$ cat src/lfsd_pkg.sv
// Shared types, widths and codes for the lowest-free-server dispatch block.
`default_nettype none
package lfsd_pkg;

  // Pool size and derived index width
  localparam int NUM_SERVERS = 16;
  localparam int IDX_W       = (NUM_SERVERS > 1) ? $clog2(NUM_SERVERS) : 1;

  // Field widths
  localparam int TIME_W  = 30;
  localparam int BUSY_W  = TIME_W + 1;
  localparam int AMT_W   = 30;
  localparam int TOTAL_W = 48;
  localparam int QIDX_W  = 4;

  localparam logic [TOTAL_W-1:0] TOTAL_MAX = {TOTAL_W{1'b1}};

  // Operation codes
  localparam logic OP_JOB  = 1'b0;
  localparam logic OP_READ = 1'b1;

  // Input item
  typedef struct packed {
    logic              operation;
    logic [TIME_W-1:0] arrival_time;
    logic [AMT_W-1:0]  job_amount;
    logic [TIME_W-1:0] service_duration;
    logic [QIDX_W-1:0] query_server;
  } in_t;

  // Result item
  typedef struct packed {
    logic               assigned;
    logic [QIDX_W-1:0]  server_index;
    logic [TOTAL_W-1:0] server_total;
  } out_t;

  // Controller to datapath commands
  typedef struct packed {
    logic load;    // capture the input item
    logic sel;     // pick server, issue total read
    logic commit;  // write back total and busy-until
    logic emit;    // register the result item
  } cmd_t;

  // Datapath to controller status
  typedef struct packed {
    logic is_job;
    logic found;
  } status_t;

endpackage
`default_nettype wire

$ cat src/lfsd_ram.sv
// Generic single-write, single-read RAM with registered read data.
`default_nettype none
module lfsd_ram #(
  parameter int WIDTH = 8,
  parameter int DEPTH = 16,
  localparam int AW = (DEPTH > 1) ? $clog2(DEPTH) : 1
) (
  input  wire logic             clk,
  input  wire logic             we,
  input  wire logic [AW-1:0]    waddr,
  input  wire logic [WIDTH-1:0] wdata,
  input  wire logic [AW-1:0]    raddr,
  output logic      [WIDTH-1:0] rdata_r
);

  logic [WIDTH-1:0] mem_r [DEPTH];

  // write port
  always_ff @(posedge clk) begin
    if (we) begin
      mem_r[waddr] <= wdata;
    end
  end

  // registered read port
  always_ff @(posedge clk) begin
    rdata_r <= mem_r[raddr];
  end

endmodule
`default_nettype wire

$ cat src/lfsd_ctrl.sv
// Controller state machine sequencing select, total read and write back.
`default_nettype none
module lfsd_ctrl (
  input  wire logic             clk,
  input  wire logic             rst_n,
  input  wire logic             start,
  output logic                  busy,
  input  wire lfsd_pkg::status_t status,
  output lfsd_pkg::cmd_t        cmd
);

  localparam logic [1:0] S_IDLE = 2'd0;
  localparam logic [1:0] S_SEL  = 2'd1;
  localparam logic [1:0] S_UPD  = 2'd2;

  logic [1:0] state_r, state_nxt;

  // next state
  always_comb begin
    state_nxt = state_r;
    case (state_r)
      S_IDLE: begin
        if (start) begin
          state_nxt = S_SEL;
        end
      end
      S_SEL:   state_nxt = S_UPD;
      S_UPD:   state_nxt = S_IDLE;
      default: state_nxt = S_IDLE;
    endcase
  end

  always_ff @(posedge clk) begin
    if (!rst_n) begin
      state_r <= S_IDLE;
    end else begin
      state_r <= state_nxt;
    end
  end

  // commands
  always_comb begin
    cmd        = '0;
    cmd.load   = (state_r == S_IDLE) && start;
    cmd.sel    = (state_r == S_SEL);
    cmd.emit   = (state_r == S_UPD);
    cmd.commit = (state_r == S_UPD) && status.is_job && status.found;
  end

  assign busy = (state_r != S_IDLE);

endmodule
`default_nettype wire

$ cat src/lfsd_dp.sv
// Datapath: busy-until registers, idle search, total RAM and result register.
`default_nettype none
module lfsd_dp (
  input  wire logic             clk,
  input  wire logic             rst_n,
  input  wire lfsd_pkg::in_t    in_item,
  input  wire lfsd_pkg::cmd_t   cmd,
  output lfsd_pkg::status_t     status,
  output logic                  out_valid,
  output lfsd_pkg::out_t        out_item
);

  localparam int N = lfsd_pkg::NUM_SERVERS;
  localparam int W = lfsd_pkg::IDX_W;

  lfsd_pkg::in_t                  in_r;
  logic [lfsd_pkg::BUSY_W-1:0]    busy_r [N];
  logic [N-1:0]                   tot_vld_r;
  logic [W-1:0]                   sel_idx_r;
  logic                           found_r;
  logic                           q_ok_r;
  logic                           rd_vld_r;
  logic                           out_valid_r;
  lfsd_pkg::out_t                 out_r;

  logic [N-1:0]                   idle;
  logic [W-1:0]                   enc_idx;
  logic                           enc_found;
  logic                           q_ok;
  logic [W-1:0]                   q_addr;
  logic [W-1:0]                   raddr;
  logic                           is_read;
  logic [lfsd_pkg::TOTAL_W-1:0]   ram_rdata;
  logic [lfsd_pkg::TOTAL_W-1:0]   cur_total;
  logic [lfsd_pkg::TOTAL_W:0]     sum;
  logic [lfsd_pkg::TOTAL_W-1:0]   new_total;
  logic [lfsd_pkg::BUSY_W-1:0]    busy_end;

  // capture input item
  always_ff @(posedge clk) begin
    if (cmd.load) begin
      in_r <= in_item;
    end
  end

  assign is_read = (in_r.operation == lfsd_pkg::OP_READ);

  // idle compare across all servers
  always_comb begin
    for (int i = 0; i < N; i++) begin
      idle[i] = (busy_r[i] <= {1'b0, in_r.arrival_time});
    end
  end

  // lowest-index priority encoder
  always_comb begin
    enc_idx   = '0;
    enc_found = 1'b0;
    for (int i = N - 1; i >= 0; i--) begin
      if (idle[i]) begin
        enc_idx   = W'(i);
        enc_found = 1'b1;
      end
    end
  end

  // query address and range check
  assign q_ok   = (32'(in_r.query_server) < 32'(N));
  assign q_addr = W'(in_r.query_server);
  assign raddr  = is_read ? q_addr : enc_idx;

  // selection registers
  always_ff @(posedge clk) begin
    if (cmd.sel) begin
      sel_idx_r <= enc_idx;
      found_r   <= enc_found;
      q_ok_r    <= q_ok;
      rd_vld_r  <= tot_vld_r[raddr] & (is_read ? q_ok : enc_found);
    end
  end

  // totals store; unwritten entries read as zero through the valid bits
  lfsd_ram #(
    .WIDTH (lfsd_pkg::TOTAL_W),
    .DEPTH (N)
  ) u_tot_ram (
    .clk     (clk),
    .we      (cmd.commit),
    .waddr   (sel_idx_r),
    .wdata   (new_total),
    .raddr   (raddr),
    .rdata_r (ram_rdata)
  );

  // saturating accumulate
  assign cur_total = rd_vld_r ? ram_rdata : '0;
  assign sum       = {1'b0, cur_total} + (lfsd_pkg::TOTAL_W + 1)'(in_r.job_amount);
  assign new_total = sum[lfsd_pkg::TOTAL_W] ? lfsd_pkg::TOTAL_MAX
                                            : sum[lfsd_pkg::TOTAL_W-1:0];
  assign busy_end  = {1'b0, in_r.arrival_time} +
                     lfsd_pkg::BUSY_W'(in_r.service_duration);

  // busy-until and valid bits
  always_ff @(posedge clk) begin
    if (!rst_n) begin
      for (int i = 0; i < N; i++) begin
        busy_r[i] <= '0;
      end
      tot_vld_r <= '0;
    end else if (cmd.commit) begin
      busy_r[sel_idx_r]    <= busy_end;
      tot_vld_r[sel_idx_r] <= 1'b1;
    end
  end

  // result register
  always_ff @(posedge clk) begin
    if (!rst_n) begin
      out_valid_r <= 1'b0;
    end else begin
      out_valid_r <= cmd.emit;
    end
  end

  always_ff @(posedge clk) begin
    if (cmd.emit) begin
      if (is_read) begin
        out_r.assigned     <= 1'b0;
        out_r.server_index <= in_r.query_server;
        out_r.server_total <= q_ok_r ? cur_total : '0;
      end else if (found_r) begin
        out_r.assigned     <= 1'b1;
        out_r.server_index <= lfsd_pkg::QIDX_W'(sel_idx_r);
        out_r.server_total <= new_total;
      end else begin
        out_r <= '0;
      end
    end
  end

  assign status.is_job = !is_read;
  assign status.found  = found_r;
  assign out_valid     = out_valid_r;
  assign out_item      = out_r;

  // checks
  a_strobe_single: assert property (@(posedge clk) disable iff (!rst_n)
    out_valid_r |=> !out_valid_r)
    else $error("result strobe held longer than one cycle");

  a_commit_valid: assert property (@(posedge clk) disable iff (!rst_n)
    cmd.commit |=> tot_vld_r[$past(sel_idx_r)])
    else $error("written total not marked valid");

  a_commit_found: assert property (@(posedge clk) disable iff (!rst_n)
    cmd.commit |-> (found_r && !is_read && cmd.emit))
    else $error("write back without an idle server");

  a_assigned_total: assert property (@(posedge clk) disable iff (!rst_n)
    (cmd.emit && !is_read && !found_r) |=> (out_r == '0))
    else $error("dropped job result not cleared");

endmodule
`default_nettype wire

$ cat src/lowest_free_server_dispatch.sv
// Top level of the lowest-free-server dispatch block.
//
// Usage:
//   Input channel: drive in_item and raise start; the item is taken at a rising
//   edge where start is high and busy is low. operation selects a job arrival
//   (server pick, total update) or a read of query_server's total.
//   Result channel: out_valid is high for exactly one cycle with out_item; the
//   receiver must take it then, there is no back pressure.
//   Sequencing: busy stays high through the select and update states that
//   follow acceptance, set by the read-modify-write of the totals RAM (select
//   for idle search and read address, update for the saturating add); the
//   result is then registered. A new item is not taken while busy is high.
//   A new item may be accepted in the same cycle a result is shown.
//   Reset (rst_n low, synchronous): all servers idle, all totals zero, no
//   result pending; totals clear at once through per-entry valid bits.
`default_nettype none
module lowest_free_server_dispatch (
  input  wire logic           clk,
  input  wire logic           rst_n,
  input  wire logic           start,
  output logic                busy,
  input  wire lfsd_pkg::in_t  in_item,
  output logic                out_valid,
  output lfsd_pkg::out_t      out_item
);

  lfsd_pkg::cmd_t    cmd;
  lfsd_pkg::status_t status;

  lfsd_ctrl u_ctrl (
    .clk    (clk),
    .rst_n  (rst_n),
    .start  (start),
    .busy   (busy),
    .status (status),
    .cmd    (cmd)
  );

  lfsd_dp u_dp (
    .clk       (clk),
    .rst_n     (rst_n),
    .in_item   (in_item),
    .cmd       (cmd),
    .status    (status),
    .out_valid (out_valid),
    .out_item  (out_item)
  );

endmodule
`default_nettype wire

$ cat config.mk
export PLATFORM = sky130hd
export DESIGN_NAME = lowest_free_server_dispatch
export DESIGN_NICKNAME = d
export VERILOG_FILES = /design/src/lfsd_pkg.sv /design/src/lfsd_ram.sv /design/src/lfsd_ctrl.sv /design/src/lfsd_dp.sv /design/src/lowest_free_server_dispatch.sv
export SDC_FILE = /design/constraint.sdc
export NUM_CORES = 2
export LEC_CHECK = 0
export CAP_MARGIN = 40
export CORE_MARGIN = 1.5
export CORE_UTILIZATION = 25
export DETAILED_ROUTE_END_ITERATION = 7
export DONT_BUFFER_PORTS = 1
export GPL_TIMING_DRIVEN = 0
export PLACE_DENSITY = 0.38
export SYNTH_ARGS = -nofsm -noshare
export SYNTH_HDL_FRONTEND = slang
export SYNTH_HIERARCHICAL = 1
export SYNTH_SLANG_ARGS = --single-unit
export TNS_END_PERCENT = 100
$ cat constraint.sdc
create_clock -name clk -period 13 [get_ports clk]
set_input_delay 2.6 -clock clk [delete_from_list [all_inputs] [get_ports clk]]
set_output_delay 2.6 -clock clk [all_outputs]
set_load 0.005 [all_outputs]
==> impl_metrics.json <==
{
  "outcome": "complete, no violations",
  "r2r_cells": 19,
  "initial_core_util_pct": 25.1,
  "cts-root-buf": "clkbuf_16",
  "dieArea_um2": 275000,
  "grt_max_degree": 50,
  "wl_per_cell_um": 24.9,
  "hpwl_um": 156000,
  "ys_async_sr_fraction_pct": 0,
  "drt_wl_total_um": 217000,
  "grt_pass1_wl_um": 313000,
  "path_max_fanout": 10,
  "p_leak_nw": 29.4,
  "worstMarginPinSlew_ns": 0.934,
  "drtIter0Drc": 3428,
  "r2r-end": "u_dp/u_tot_ram/mem_r[4][33]$_DFFE_PP_",
  "cts_resized": 0,
  "min_period_ns": 6.89,
  "port_buffers": 0,
  "maxCapViolCount": 0,
  "syn_avg_cell_area_um2": 14.7,
  "synth_edf_count": 1418,
  "ys_seq_area_share_pct": 64.6,
  "cellPowerDensity_nw_per_um2": 147,
  "cp_cell_sequence": "clkbuf_1, buf_1, nand2_1, inv_1, ha_1, a21o_1, a21oi_1, o21ai_0, a21o_1, a211oi_1, nor3_1, o21ai_1, o21ai_1, o21a_1, a21oi_1, buf_2, nor2_1, o21ai_0, buf_4",
  "via_count": 41196,
  "start_kind": "flip-flop",
  "grt_pass1_vias": 42203,
  "cts_made_buffers": 176,
  "slowest_delay_ns": 0.77,
  "rsz0062_at_grt": "false",
  "synth_common_cells": "edfxtp_1, nor2_1, ha_1, nand2_1, mux4_2",
  "coreArea_um2": 271000,
  "io_pins": 153,
  "synth-warning-count": 6,
  "fill_cells": 26983,
  "yosysTopAreaCellShare_pct": 62.6,
  "crit_slowest_cell": "buf_1",
  "drive_gt1_share_pct": 15.0,
  "clock-skew-final_ns": 0.0877,
  "place_area_um2": 76000,
  "die_x_um": 524,
  "synthFlopType": "edfxtp_1",
  "grtUsageTotal_pct": 15.6,
  "synth_fp_nets": 5273,
  "slew_headroom_pct": 37.1,
  "syn-cell-area_um2": 68000,
  "synth_area_leaders": "edfxtp_1, ha_1, mux4_2, nor2_1, dfxtp_1",
  "ir_drop_mv": 0.0939,
  "max-clock-path-buffers": 4,
  "startpoint": "u_dp/rd_vld_r$_DFFE_PP_",
  "antenna_found_initial": 13,
  "firstDrtPassIters": 5,
  "cts.clk_slew.worst_paths_ns": 0.06,
  "clock-sinks": 1485,
  "crit_type": "reg2reg",
  "drcViolationCount": 0,
  "post-place-ws_ns": 6.15,
  "layout_setup_ws_ns": 6.11,
  "fin_crit_sh_pct": 53.0,
  "cp_num_cells": 19,
  "die_h_um": 524,
  "yosysUniqueCellTypes": 110,
  "slew_violations": 0,
  "yosys.area.top_type": "edfxtp_1",
  "overflow": 0,
  "synth-seq-cells": 1485,
  "cts_tree": "yes",
  "cp-end-kind": "flip-flop",
  "vias_per_cell": 4.72,
  "gp_congestion": 0.797,
  "syn2layout_area_growth_pct": 19.7,
  "hp-class": "reg2reg",
  "required_ns": 13.68,
  "final_antenna_net_count": 0,
  "htreeDepth": 4,
  "r2r_start": "u_dp/rd_vld_r$_DFFE_PP_",
  "fin_nets": 5669,
  "yosys.cell_count.top_type": "edfxtp_1",
  "insertion_delay_ns": 0.86,
  "row_count": 191,
  "r2r_slack_ns": 6.11,
  "fmax_mhz": 145,
  "worst-path-buf-inv": 5,
  "arrival_ns": 7.57,
  "cp_top_family": "compound AO/OA/AOI/OAI gates",
  "cp-endpoint": "u_dp/u_tot_ram/mem_r[4][33]$_DFFE_PP_",
  "fin_tns_setup_ns": 0,
  "cts_hold_buf": 0,
  "setup_viol": 0,
  "post_cts_buffers": 0,
  "hold_viol_final": 0,
  "design_area_um2": 81400,
  "syn_inst": 4633
}
-- registers in the layout (all words and copies together) (netlist names) --
register	cells
u_dp/busy_r	496
u_ctrl/state_r	2
u_dp/u_tot_ram/mem_r	768
u_dp/u_tot_ram/rdata_r	48
u_dp/in_r	90
u_dp/found_r	1
u_dp/rd_vld_r	1
u_dp/is_read	1
u_dp/out_item	53
u_dp/q_addr	4
u_dp/sel_idx_r	4
u_dp/out_valid	1
u_dp/tot_vld_r	16
-- logic make-up after synthesis --
group	synth area share (%)
AOI/OAI and AO/OA	7.38
xor gates and xnor gates	0.732
adders and majority gates	10.0
buffers and inverters	1.84
DFF	64.6
muxes	6.53
and+or+nand+nor	8.91
-- through the flow --
step                      power (mW)  util [%]  hold slack (ns)  instances
after floorplan                 6.55         -            0.415       4633
after global placement          7.20      26.8            0.430       8203
after detailed placement        7.34      28.1            0.435       8421
after CTS                       12.2      30.1            0.443       8731
after global routing            12.5      30.1            0.456       8733
final                           12.0      30.1            0.445       8735
-- layer usage --
metal / GRT usage (%) / up-vias / wire length [um]
met4: 3.75 / 4 / 4710
met5: 0 / - / 31
met1: 21.8 / 21138 / 102000
met2: 25.3 / 933 / 101000
met3: 2.27 / 277 / 9050
li1: - / 18844 / -
-- cell type report --
cell class	instances	area (um^2)	area share [%]
well taps	3570	4470	5.49
multi-input cells	2856	23000	28.2
repair buffers	218	3350	4.11
inverters	105	394	0.484
clock inverters	71	594	0.730
clock buffers	239	4810	5.92
plain buffers	187	860	1.06
flip-flops and latches	1485	43900	54.0
diodes	4	10.0	0.0123
-- worst min-delay path by stage --
stage                              startpoint                              to  slack, ns  depth (start not counted)
2_1_floorplan  u_dp/tot_vld_r[6]$_SDFFE_PN0P_  u_dp/tot_vld_r[6]$_SDFFE_PN0P_       0.41                          2
3_3_place_gp   u_dp/tot_vld_r[8]$_SDFFE_PN0P_  u_dp/tot_vld_r[8]$_SDFFE_PN0P_       0.43                          2
3_5_place_dp   u_dp/tot_vld_r[6]$_SDFFE_PN0P_  u_dp/tot_vld_r[6]$_SDFFE_PN0P_       0.44                          2
4_1_cts        u_dp/tot_vld_r[6]$_SDFFE_PN0P_  u_dp/tot_vld_r[6]$_SDFFE_PN0P_       0.44                          2
5_1_grt        u_dp/tot_vld_r[5]$_SDFFE_PN0P_  u_dp/tot_vld_r[5]$_SDFFE_PN0P_       0.46                          2
6_report       u_dp/tot_vld_r[6]$_SDFFE_PN0P_  u_dp/tot_vld_r[6]$_SDFFE_PN0P_       0.45                          2
-- worst reg2reg max path, stage by stage (launching register included) --
cell and delay (ns):
edfxtp_1 0.64, clkbuf_1 0.61, buf_1 0.78, nand2_1 0.26, inv_1 0.15, ha_1 0.24, a21o_1 0.18, a21oi_1 0.22
o21ai_0 0.13, a21o_1 0.23, a211oi_1 0.39, nor3_1 0.13, o21ai_1 0.26, o21ai_1 0.20, o21a_1 0.32, a21oi_1 0.61
buf_2 0.37, nor2_1 0.08, o21ai_0 0.70, buf_4 0.29
-- placed cells by master (no fill, tap or decap), drive strengths merged, types with 47 or more instances in the layout --
cell,n
dfxtp,67
inv,110
clkinv,52
nand4,83
nand2,287
edfxtp,1418
ha,540
a22oi,103
nand3,88
nor2,611
mux4,192
a21oi,184
a211oi,47
a21o,74
clkbuf,373
o21ai,123
buf,269
-- report_power, final --
part | switching [mW] | internal [mW]
clock network | 2.00 | 2.78
logic | 1.09 | 0.556
registers | 0.0616 | 5.50
total | 3.16 | 8.83
Note: power is estimated with default switching activity, not from simulation.
